===== src/sv/lisl_pkg.sv =====
// Shared constants and controller/datapath interface types for the LIS length block.
package lisl_pkg;

    localparam int DATA_W        = 32;
    localparam int LEN_W         = 9;
    localparam int OUT_TDATA_W   = 16;
    localparam int DEPTH_DEFAULT = 256;

    typedef struct packed {
        logic load;   // take in a new item, set up the search range
        logic step;   // one binary search probe: narrow the range
        logic write;  // commit the tail replace or append
        logic emit;   // load the result register
    } lisl_cmd_t;

    typedef struct packed {
        logic range_empty;  // lo >= hi in the current range
        logic step_done;    // range becomes empty after this probe
        logic out_free;     // result register can take a new item
    } lisl_status_t;

endpackage


===== src/sv/lisl_ctrl.sv =====
// Sequencer for one item: search set-up, probe loop, table update, result hand-off.
module lisl_ctrl
    import lisl_pkg::*;
(
    input  logic         clk,
    input  logic         rst_n,
    input  logic         in_fire,
    input  lisl_status_t status,
    output lisl_cmd_t    cmd,
    output logic         idle
);

    localparam logic [2:0] S_IDLE  = 3'd0;
    localparam logic [2:0] S_FIRST = 3'd1;
    localparam logic [2:0] S_STEP  = 3'd2;
    localparam logic [2:0] S_WRITE = 3'd3;
    localparam logic [2:0] S_EMIT  = 3'd4;

    logic [2:0] state_reg;
    logic [2:0] state_next;

    always_ff @(posedge clk or negedge rst_n)
    begin
        if (!rst_n)
        begin
            state_reg <= S_IDLE;
        end
        else
        begin
            state_reg <= state_next;
        end
    end

    always_comb
    begin
        state_next = state_reg;
        cmd        = '0;
        idle       = 1'b0;
        case (state_reg)
            S_IDLE:
            begin
                idle = 1'b1;
                if (in_fire)
                begin
                    cmd.load   = 1'b1;
                    state_next = S_FIRST;
                end
            end
            S_FIRST:
            begin
                // read of the first midpoint was issued on load
                state_next = status.range_empty ? S_WRITE : S_STEP;
            end
            S_STEP:
            begin
                cmd.step = 1'b1;
                if (status.step_done)
                begin
                    state_next = S_WRITE;
                end
            end
            S_WRITE:
            begin
                cmd.write  = 1'b1;
                state_next = S_EMIT;
            end
            S_EMIT:
            begin
                if (status.out_free)
                begin
                    cmd.emit   = 1'b1;
                    state_next = S_IDLE;
                end
            end
            default:
            begin
                state_next = S_IDLE;
            end
        endcase
    end

endmodule


===== config.mk =====
export PLATFORM = sky130hd
export DESIGN_NAME = lisl_ctrl
export DESIGN_NICKNAME = d
export VERILOG_FILES = /design/src/sv/lisl_pkg.sv /design/src/sv/lisl_ctrl.sv
export SDC_FILE = /design/constraint.sdc
export NUM_CORES = 1
export LEC_CHECK = 0
export BUFFER_PORTS_ARGS = -buffer_cell sky130_fd_sc_hd__buf_2
export CAP_MARGIN = 20
export CORE_AREA = 2 2 39 41
export CTS_BUF_LIST = sky130_fd_sc_hd__clkbuf_4
export DETAILED_ROUTE_END_ITERATION = 10
export DIE_AREA = 0 0 41 43
export HOLD_SLACK_MARGIN = 0.02
export PLACE_DENSITY_LB_ADDON = 0.25
export REMOVE_ABC_BUFFERS = 1
export SETUP_SLACK_MARGIN = 0.05
export SLEW_MARGIN = 15
export SYNTH_ARGS = -nofsm -noshare
export SYNTH_HDL_FRONTEND = slang
export SYNTH_SLANG_ARGS = --single-unit

===== constraint.sdc =====
create_clock -name clk -period 1 [get_ports clk]
set_clock_uncertainty 0.15 [all_clocks]
set_input_delay 0.05 -clock clk [delete_from_list [all_inputs] [get_ports clk]]
set_output_delay 0.05 -clock clk [all_outputs]
set_load 0.005 [all_outputs]

Word-level counts from Yosys, hierarchy flattened
Cells that the tools add are included.
{"block": "op_classes", "muxes": 12, "reduce_logical": 2, "n_eq_ne": 7}
{"op": "case mux 3 bit (5 select lines)", "count": 1}
{"op": "two-way mux 3 bit", "count": 3}
{"op": "two-way mux 1 bit", "count": 8}
{"op": "== test 3 x 2 -> 1 bit (second input constant)", "count": 2}
{"op": "inequality test 2 bit (second input constant)", "count": 3}
{"op": "== test 3 x 1 -> 1 bit (second input constant)", "count": 1}
{"op": "== test 3 bit (second input constant)", "count": 1}
{"op": "zero test 3 bit", "count": 1}
{"op": "AND reduction 3 bit", "count": 1}
{"block": "word_totals", "out_inout_bits": 5, "ff_bits": 3, "wordCells": 22, "in_bits": 6}

Depth between registers and ports, before layout
Gate-level depths: netlist of the first run.
{"block": "logic_depth", "word_depth": 3, "mapped_depth": 4}

Least setup slack after synthesis of the first run
No wires, ideal clock.
{"block": "synth_timing", "kind": "reg-to-reg", "start": "register state_reg[0]", "end": "register state_reg[0]", "n_path_buf": 1, "arrival_ns": 0.806, "path_stages_with_launch": 4, "period_less_slack_ns": 1.050, "t_required_ns": 0.756, "setup_slack_ns": -0.050, "path_cell_list": "dfrtp_1 > buf_6 > nand2b_1 > a211oi_1"}
{"block": "synth_via", "elab_chain_cells": 3}
{"element": "start: declaration", "line_no": "lisl_ctrl.sv:19", "source": "logic [2:0] state_reg;"}
{"element": "start signal: assignment", "line_no": "lisl_ctrl.sv:30", "source": "state_reg <= state_next;"}
{"element": "== test 3 x 2 -> 1 bit, or another cell as far along", "line_no": "lisl_ctrl.sv:39", "source": "case (state_reg)"}
{"element": "inequality test 2 bit (no line)"}
{"element": "AND reduction 3 bit (no line)"}
Parallel ways exist; a longest one is shown, timed or not.
A chain may end at the register's enable or synchronous reset.

==> results of run 1 <==
## routing by layer
metal	share of wire	wire, um	global-route usage
met2	0.47	269	0.1031
met4	0	0	0.04000
met1	0.38	221	0.08682
met3	0.15	85	0.07853
met5	0	0	0
## stage by stage
step / util / hold slack, ns / area [um2] / power [mW]
after floorplan: - / -0.3956 / 171.4 / 0.5010
after global placement: 0.1854 / -0.2991 / 256.5 / 0.7049
after detailed placement: 0.1854 / -0.2992 / 256.5 / 0.7060
after CTS: 0.2667 / -0.05974 / 369.1 / 1.170
after global routing: 0.2902 / -0.04867 / 401.6 / 1.375
final: 0.2902 / -0.05440 / 401.6 / 1.267
## worst paths after layout
check,startpoint,endpoint
max in group asynchronous,rst_n,state_reg[0]
hold reg to reg,state_reg[2],state_reg[0]
setup reg to reg,state_reg[0],state_reg[0]
min in group asynchronous,rst_n,state_reg[2]
hold / removal,status[1],state_reg[0]
setup / recovery,state_reg[1],cmd[0]
## kinds of logic (layout without fill, tap and decap cells)
family / after synthesis / after routing / synth area share
simple gates: 10 / 10 / 0.3422
compound gates: 3 / 3 / 0.1184
flops: 3 / 3 / 0.3947
buf+inv: 2 / 25 / 0.09869
xor+xnor: 1 / 1 / 0.04606
## placed cells by master (no fill, tap or decap)
| cell type | n |
|---|---|
| o21bai_1 | 1 |
| dfrtp_2 | 2 |
| a211oi_1 | 2 |
| buf_6 | 5 |
| dlygate4sd3_1 | 3 |
| nor3b_2 | 1 |
| nor3_2 | 1 |
| and2_1 | 1 |
| nor2_1 | 2 |
| and3_1 | 1 |
| dfrtp_1 | 1 |
| nand2_1 | 1 |
| nand2b_1 | 1 |
| nor2b_2 | 1 |
| xnor2_2 | 1 |
| and3b_2 | 1 |
| buf_2 | 8 |
| buf_4 | 5 |
| clkbuf_4 | 4 |
## power breakdown
part | total, mW | leakage (nW) | internal, mW | switching [mW]
clock network | 0.245 | 0.0184 | 0.177 | 0.0681
registers | 0.297 | 0.0353 | 0.195 | 0.102
logic | 0.725 | 0.148 | 0.478 | 0.247
## critical path, cell delays in order (launching register included)
cell	delay, ns
dfrtp_2	0.44
nor2_1	0.15
and3_1	0.17
buf_2	0.11
## final cells by class
type / instances / area share
clock buffers: 4 / 0.07477
repair buffers: 21 / 0.4081
well taps: 16 / 0.04984
multi-input cells: 14 / 0.2741
flip-flops and latches: 3 / 0.1931
## Yosys cell counts
library cell / count / area [um2]
dfrtp_1: 3 / 75.07
a211oi_1: 2 / 15.01
nor2_1: 2 / 7.510
and2_1: 1 / 6.260
and3_1: 1 / 6.260
and3b_1: 1 / 8.760
buf_4: 1 / 7.510
buf_6: 1 / 11.26
nand2_1: 1 / 3.750
nand2b_1: 1 / 6.260
nor2b_2: 1 / 8.760
nor3_2: 1 / 10.01
nor3b_1: 1 / 7.510
o21bai_1: 1 / 7.510
xnor2_1: 1 / 8.760
## repair_timing
action,in CTS,in global routing
pin swaps,4,1
setup buffers,5,1
endpoints found under the hold margin,5,1
setup endpoints to repair,8,11
resized for setup,4,7
==> flow_metrics.env, run 1 <==
export IMPL_start_kind="register"
export IMPL_multi_input_area_um2=110.1
export IMPL_vias=223
export IMPL_hold_viol=1
export IMPL_p_per_area_mw_per_mm2=3154
export IMPL_setup_slack_ns=-0.3080
export IMPL_min_path_type="input pin to register"
export IMPL_relSlewSlack=0.8373
export IMPL_core_mm2=0.001384
export IMPL_status="complete, but fails checks"
export IMPL_fin_crit_sh=1.308
export IMPL_final_setup_viol_count=8
export IMPL_grt_max_degree=8
export IMPL_antenna_left=0
export IMPL_rows=14
export IMPL_synth_seq_cells=3
export IMPL_seqCellArea_um2=77.57
export IMPL_gp_congestion=0.6231
export IMPL_dp_cells=45
export IMPL_violations="hold timing, setup timing"
export IMPL_nFillCells=156
export IMPL_grt_pass1_wl_um=876
export IMPL_ys_seq_area_frac=0.3947
export IMPL_ff2ff_path_depth=5
export IMPL_fin_crit_ns=1.308
export IMPL_reg2reg_slack_ns=-0.30
export IMPL_wl_um=575
export IMPL_cts_tree="done"
export IMPL_cts_max_path_buffers=2
export IMPL_start_util=0.1374
export IMPL_peakVddDrop_mv=1.222
export IMPL_grt_overflow_total=0
export IMPL_area_delta_synth_final_pct=111.2
export IMPL_path_clk_slew_ns=0.03
export IMPL_max_slew_worst_pin_slew_ns=0.2426
export IMPL_end_kind="output pin"
export IMPL_grt_util_all_layers=0.08133
export IMPL_yosys_warnings=0
export IMPL_arrival_ns=1.11
export IMPL_clockRootBuffer="clkbuf_4"
export IMPL_chipWidth_um=41
export IMPL_cts_buffers=3
export IMPL_required_ns=0.80
export IMPL_max_freq_mhz=764.5
export IMPL_fin_cells=58
export IMPL_fin_hold_ws_ns=-0.05440
export IMPL_min_path_cells=3
export IMPL_grt_setup_unrepaired="yes"
export IMPL_h_tree_depth=1
export IMPL_cp_max_fo=6
export IMPL_synthCells=19
export IMPL_routed_via_density=3.845
export IMPL_hold_buffers=3
export IMPL_critical_path_class="register to output pin"
export IMPL_io_pins=11
export IMPL_portBuffers=10
export IMPL_pre_cts_slack_ns=-0.1424
export IMPL_final_nets=49
export IMPL_syn_area_per_cell_um2=10.01
export IMPL_cts_sinks=3
export IMPL_clkLatencyLatePin_ns=0.24
export IMPL_largest_register_ffs=3
export IMPL_grt_pass1_vias=224
export IMPL_max_cap_viol_count=0
export IMPL_antenna_found_initial=0
export IMPL_drv_slew=0
export IMPL_drc=0
export IMPL_dp_hpwl_um=370.3
export IMPL_power_leakage_nw=0.2019
export IMPL_drt_first_pass_iters=1
export IMPL_netlist_area_um2=190.2
export IMPL_yosysUniqueCellTypes=15
export IMPL_drive_gt1_frac=0.6905
export IMPL_die_area_mm2=0.001763
export IMPL_antenna_cells=0
export IMPL_finalSetupTns_ns=-1.837
export IMPL_die_y_um=43
export IMPL_wl_per_cell_um=9.914
export IMPL_drtIter0Drc=0
No activity file was read; power rests on OpenSTA's default activity.
==> inputs of run 2 (changes only) <==
==> constraint.sdc (replaced) <==
create_clock -name clk -period 1 [get_ports clk]
set_clock_uncertainty 0.15 [all_clocks]
set_input_delay 0.25 -clock clk [delete_from_list [all_inputs] [get_ports clk]]
set_output_delay 0.25 -clock clk [all_outputs]
set_load 0.005 [all_outputs]
==> flow_metrics.env, run 2 (synthesized netlist as in run 1, its figures left out) <==
export IMPL_path_clk_slew_ns=0.04
export IMPL_dp_hpwl_um=349.7
export IMPL_fin_hold_ws_ns=0.08064
export IMPL_use_met1=0.08469
export IMPL_cts_sinks=3
export IMPL_clkLatencyLatePin_ns=0.23
export IMPL_reg2reg_slack_ns=-0.38
export IMPL_r2r_end="state_reg[0]"
export IMPL_antenna_found_initial=0
export IMPL_critical_path_class="register to output pin"
export IMPL_p_per_area_mw_per_mm2=3411
export IMPL_pre_cts_slack_ns=-0.2590
export IMPL_cts_buffers=3
export IMPL_area_delta_synth_final_pct=98.68
export IMPL_drt_first_pass_iters=1
export IMPL_holdPathEnd="state_reg[2]"
export IMPL_routed_via_density=3.873
export IMPL_drv_slew=0
export IMPL_grt_pass1_wl_um=793
export IMPL_clockRootBuffer="clkbuf_4"
export IMPL_fin_crit_ns=1.479
export IMPL_cp_max_fo=6
export IMPL_grt_pass1_vias=194
export IMPL_cp_slowest_stage_delay_ns=0.44
export IMPL_drtIter0Drc=0
export IMPL_max_cap_viol_count=0
export IMPL_worstReg2RegStart="state_reg[0]"
export IMPL_io_pins=11
export IMPL_rows=14
export IMPL_final_nets=46
export IMPL_met2_usage=0.09063
export IMPL_arrival_ns=1.08
export IMPL_portBuffers=10
export IMPL_wl_per_cell_um=9.909
export IMPL_status="complete, but fails checks"
export IMPL_hold_viol=0
export IMPL_crit_family="flip-flops"
export IMPL_crit_buf_inv=1
export IMPL_final_setup_viol_count=8
export IMPL_grt_max_degree=8
export IMPL_peakVddDrop_mv=1.185
export IMPL_h_tree_depth=1
export IMPL_antenna_cells=0
export IMPL_fin_crit_sh=1.479
export IMPL_grt_setup_unrepaired="yes"
export IMPL_power_leakage_nw=0.1909
export IMPL_dp_cells=45
export IMPL_antenna_left=0
export IMPL_grt_util_all_layers=0.07056
export IMPL_grt_overflow_total=0
export IMPL_cts_max_path_buffers=2
export IMPL_setup_slack_ns=-0.4793
export IMPL_vias=213
export IMPL_required_ns=0.60
export IMPL_hold_path_startpoint="status[0]"
export IMPL_layout_common_cells="10 x buf_2, 5 x buf_6, 4 x clkbuf_4"
export IMPL_gp_congestion=0.5681
export IMPL_critPathSlowestCell="dfrtp_2"
export IMPL_crit_chain="nor2_1, and3_1, buf_2"
export IMPL_layout_commonest_cell="buf_2"
export IMPL_drive_gt1_frac=0.7179
export IMPL_top_usage_layer="met2"
export IMPL_wl_um=545
export IMPL_start_kind="register"
export IMPL_end_kind="output pin"
export IMPL_max_freq_mhz=676.0
export IMPL_min_path_cells=2
export IMPL_max_slew_worst_pin_slew_ns=0.2045
export IMPL_chipWidth_um=41
export IMPL_drc=0
export IMPL_fin_cells=55
export IMPL_met3_usage=0.04712
export IMPL_largest_register_ffs=3
export IMPL_cts_tree="done"
export IMPL_die_area_mm2=0.001763
export IMPL_die_y_um=43
export IMPL_min_path_type="input pin to register"
export IMPL_relSlewSlack=0.8633
export IMPL_ff2ff_path_depth=6
export IMPL_start_util=0.1374
export IMPL_violations="setup timing"
export IMPL_core_mm2=0.001384
[run 2: changes by cell type in the layout (fill, tap and decap cells not counted), sizes merged]
cell         previous run  this run
buf                    18        17
dlygate4sd3             3         1
[run 2: per-stage QoR]
stage          utilization  total power, mW  instance area [um2]  setup TNS [ns]
6_report            0.2731            1.289                377.9          -3.008
5_1_grt             0.2731            1.403                377.9          -3.480
4_1_cts             0.2423            1.122                335.3          -2.878
3_5_place_dp        0.1854           0.7066                256.5          -1.392
3_3_place_gp        0.1854           0.7056                256.5          -1.337
2_1_floorplan            -           0.5010                171.4         -0.6002
[run 2: worst max-delay path by stage]
stage	start	end	slack [ns]	cells past startpoint
floorplan	state_reg[0]	cmd[3]	-0.20	2
global placement	state_reg[1]	cmd[3]	-0.24	3
detailed placement	state_reg[1]	cmd[3]	-0.26	3
CTS	state_reg[1]	cmd[3]	-0.50	3
global route	state_reg[1]	cmd[3]	-0.56	3
finish	state_reg[0]	cmd[0]	-0.48	3
[run 2: final cells by class]
class | count | area, um2
Fill cell | 160 | 1006
Multi-Input combinational cell | 14 | 118.9
Tap cell | 16 | 20.02
Clock buffer | 4 | 30.03
Sequential cell | 3 | 77.57
Timing Repair Buffer | 18 | 131.4
[run 2: power breakdown]
part	switching [mW]	internal (mW)	total [mW]	leakage, nW
Sequential	0.106	0.195	0.302	0.0350
Combinational	0.270	0.475	0.745	0.137
Clock	0.0656	0.177	0.242	0.0184
Total	0.441	0.847	1.29	0.191
[run 2: worst register-to-register path, cell delays in order (launching register included)]
cell,delay (ns)
dfrtp_2,0.44
buf_6,0.13
buf_6,0.10
buf_6,0.11
nor2b_4,0.10
a211oi_2,0.04
a211oi_2,0.22
[run 2: repair_timing]
item	4_1_cts	5_1_grt
setup endpoints to repair	8	8
hold endpoints to repair	3	0
setup buffers	3	3
hold buffers	1	0
resized for setup	4	8
pin swaps	2	4
[run 2: layer usage]
metal  share of wire  up-vias
li1                -      105
met3            0.10        0
met5               0        -
met1            0.46       97
met4               0        0
met2            0.43       11
==> inputs of run 3 (changes only) <==
clock period = 1.9 ns   (was 1 ns; I/O delays follow)
==> flow_metrics.env, run 3 (synthesized netlist as in run 1, its figures left out) <==
export IMPL_cts_sinks=3
export IMPL_portBuffers=10
export IMPL_power_uw=458.6
export IMPL_grt_pass1_wl_um=586
export IMPL_routed_via_density=3.583
export IMPL_layout_common_cells="10 x buf_2, 4 x clkbuf_4, 3 x dfrtp_1"
export IMPL_p_per_area_mw_per_mm2=1629
export IMPL_drv_slew=0
export IMPL_hold_path_startpoint="status[0]"
export IMPL_required_ns=1.27
export IMPL_min_path_type="input pin to register"
export IMPL_grt_setup_unrepaired="no"
export IMPL_dp_hpwl_um=315.5
export IMPL_grt_util_all_layers=0.05533
export IMPL_rows=14
export IMPL_ff2ff_path_depth=2
export IMPL_chipWidth_um=41
export IMPL_core_mm2=0.001384
export IMPL_status="completed"
export IMPL_start_kind="register"
export IMPL_reg2reg_slack_ns=0.76
export IMPL_startpoint="state_reg[0]"
export IMPL_cts_max_path_buffers=2
export IMPL_grt_pass1_vias=163
export IMPL_nFillCells=154
export IMPL_die_area_mm2=0.001763
export IMPL_drive_gt1_frac=0.5000
export IMPL_hold_viol=0
export IMPL_cts_buffers=3
export IMPL_final_nets=39
export IMPL_fin_crit_ns=1.737
export IMPL_antenna_found_initial=0
export IMPL_grt_max_degree=9
export IMPL_cts_tree="done"
export IMPL_drt_first_pass_iters=2
export IMPL_arrival_ns=1.11
export IMPL_antenna_left=0
export IMPL_grt_overflow_total=0
export IMPL_fin_hold_ws_ns=0.2900
export IMPL_clockRootBuffer="clkbuf_4"
export IMPL_cts_setup_buffers=0
export IMPL_end_kind="output pin"
export IMPL_path_clk_slew_ns=0.04
export IMPL_worstReg2RegStart="state_reg[0]"
export IMPL_max_slew_worst_pin_slew_ns=0.2564
export IMPL_gp_congestion=0.5651
export IMPL_critical_path_class="register to output pin"
export IMPL_final_setup_viol_count=0
export IMPL_max_cap_viol_count=0
export IMPL_drc=0
export IMPL_cp_max_fo=8
export IMPL_largest_register_ffs=3
export IMPL_max_freq_mhz=575.5
export IMPL_layout_commonest_cell="buf_2"
export IMPL_peakVddDrop_mv=0.3349
export IMPL_vias=172
export IMPL_die_y_um=43
export IMPL_finalSetupTns_ns=0
export IMPL_drtIter0Drc=1
export IMPL_io_pins=11
export IMPL_wl_per_cell_um=8.375
export IMPL_endpoint="cmd[3]"
export IMPL_area_delta_synth_final_pct=48.03
export IMPL_r2r_end="state_reg[0]"
export IMPL_power_leakage_nw=0.1410
export IMPL_relSlewSlack=0.8291
export IMPL_h_tree_depth=1
export IMPL_start_util=0.1374
export IMPL_antenna_cells=0
export IMPL_wl_um=402
export IMPL_clkLatencyLatePin_ns=0.23
export IMPL_fin_crit_sh=0.9145
run 3: report_power, final:
| part | switching, mW | internal (mW) |
|---|---|---|
| clock | 0.0327 | 0.0929 |
| combinational | 0.0690 | 0.104 |
| sequential | 0.0615 | 0.0982 |
run 3: how the worst min path moves through the flow:
| stage | endpoint | slack, ns | cells past startpoint |
|---|---|---|---|
| floorplan | state_reg[0] | 0.03 | 0 |
| detailed placement | state_reg[2] | 0.13 | 1 |
| CTS | state_reg[2] | 0.29 | 2 |
| finish | state_reg[2] | 0.29 | 2 |
| global placement | state_reg[2] | 0.12 | 1 |
| global route | state_reg[2] | 0.29 | 2 |
run 3: repair_timing:
action,in CTS,in global routing
gates resized for setup,0,0
hold endpoints to repair,3,0
hold buffers,1,0
run 3: per-layer routing:
metal | up-vias | track usage | part of all wire | routed length, um
met1 | 71 | 0.06149 | 0.45 | 180
li1 | 90 | - | - | -
met2 | 11 | 0.06563 | 0.37 | 149
met4 | 0 | 0.06000 | 0 | 0
met5 | - | 0 | 0 | 0
met3 | 0 | 0.03141 | 0.18 | 72
run 3: final cells by class:
class,count,area [um2],area share
multi-input cells,14,96.34,0.3422
flip-flops and latches,3,75.07,0.2667
well taps,16,20.02,0.07111
repair buffers,11,60.06,0.2133
clock buffers,4,30.03,0.1067
run 3: worst max-delay path: stages, from the launching register on:
cell	delay (ns)
dfrtp_1	0.46
nor3_2	0.19
and2_1	0.13
buf_2	0.10
run 3: through the flow:
step | instances | instance area [um2] | util | setup WS (ns)
after floorplan | 17 | 171.4 | - | 0.4772
after global placement | 43 | 241.5 | 0.1745 | 0.4142
after detailed placement | 43 | 241.5 | 0.1745 | 0.3940
after CTS | 48 | 281.5 | 0.2034 | 0.1457
after global routing | 48 | 281.5 | 0.2034 | 0.06069
final | 48 | 281.5 | 0.2034 | 0.1625
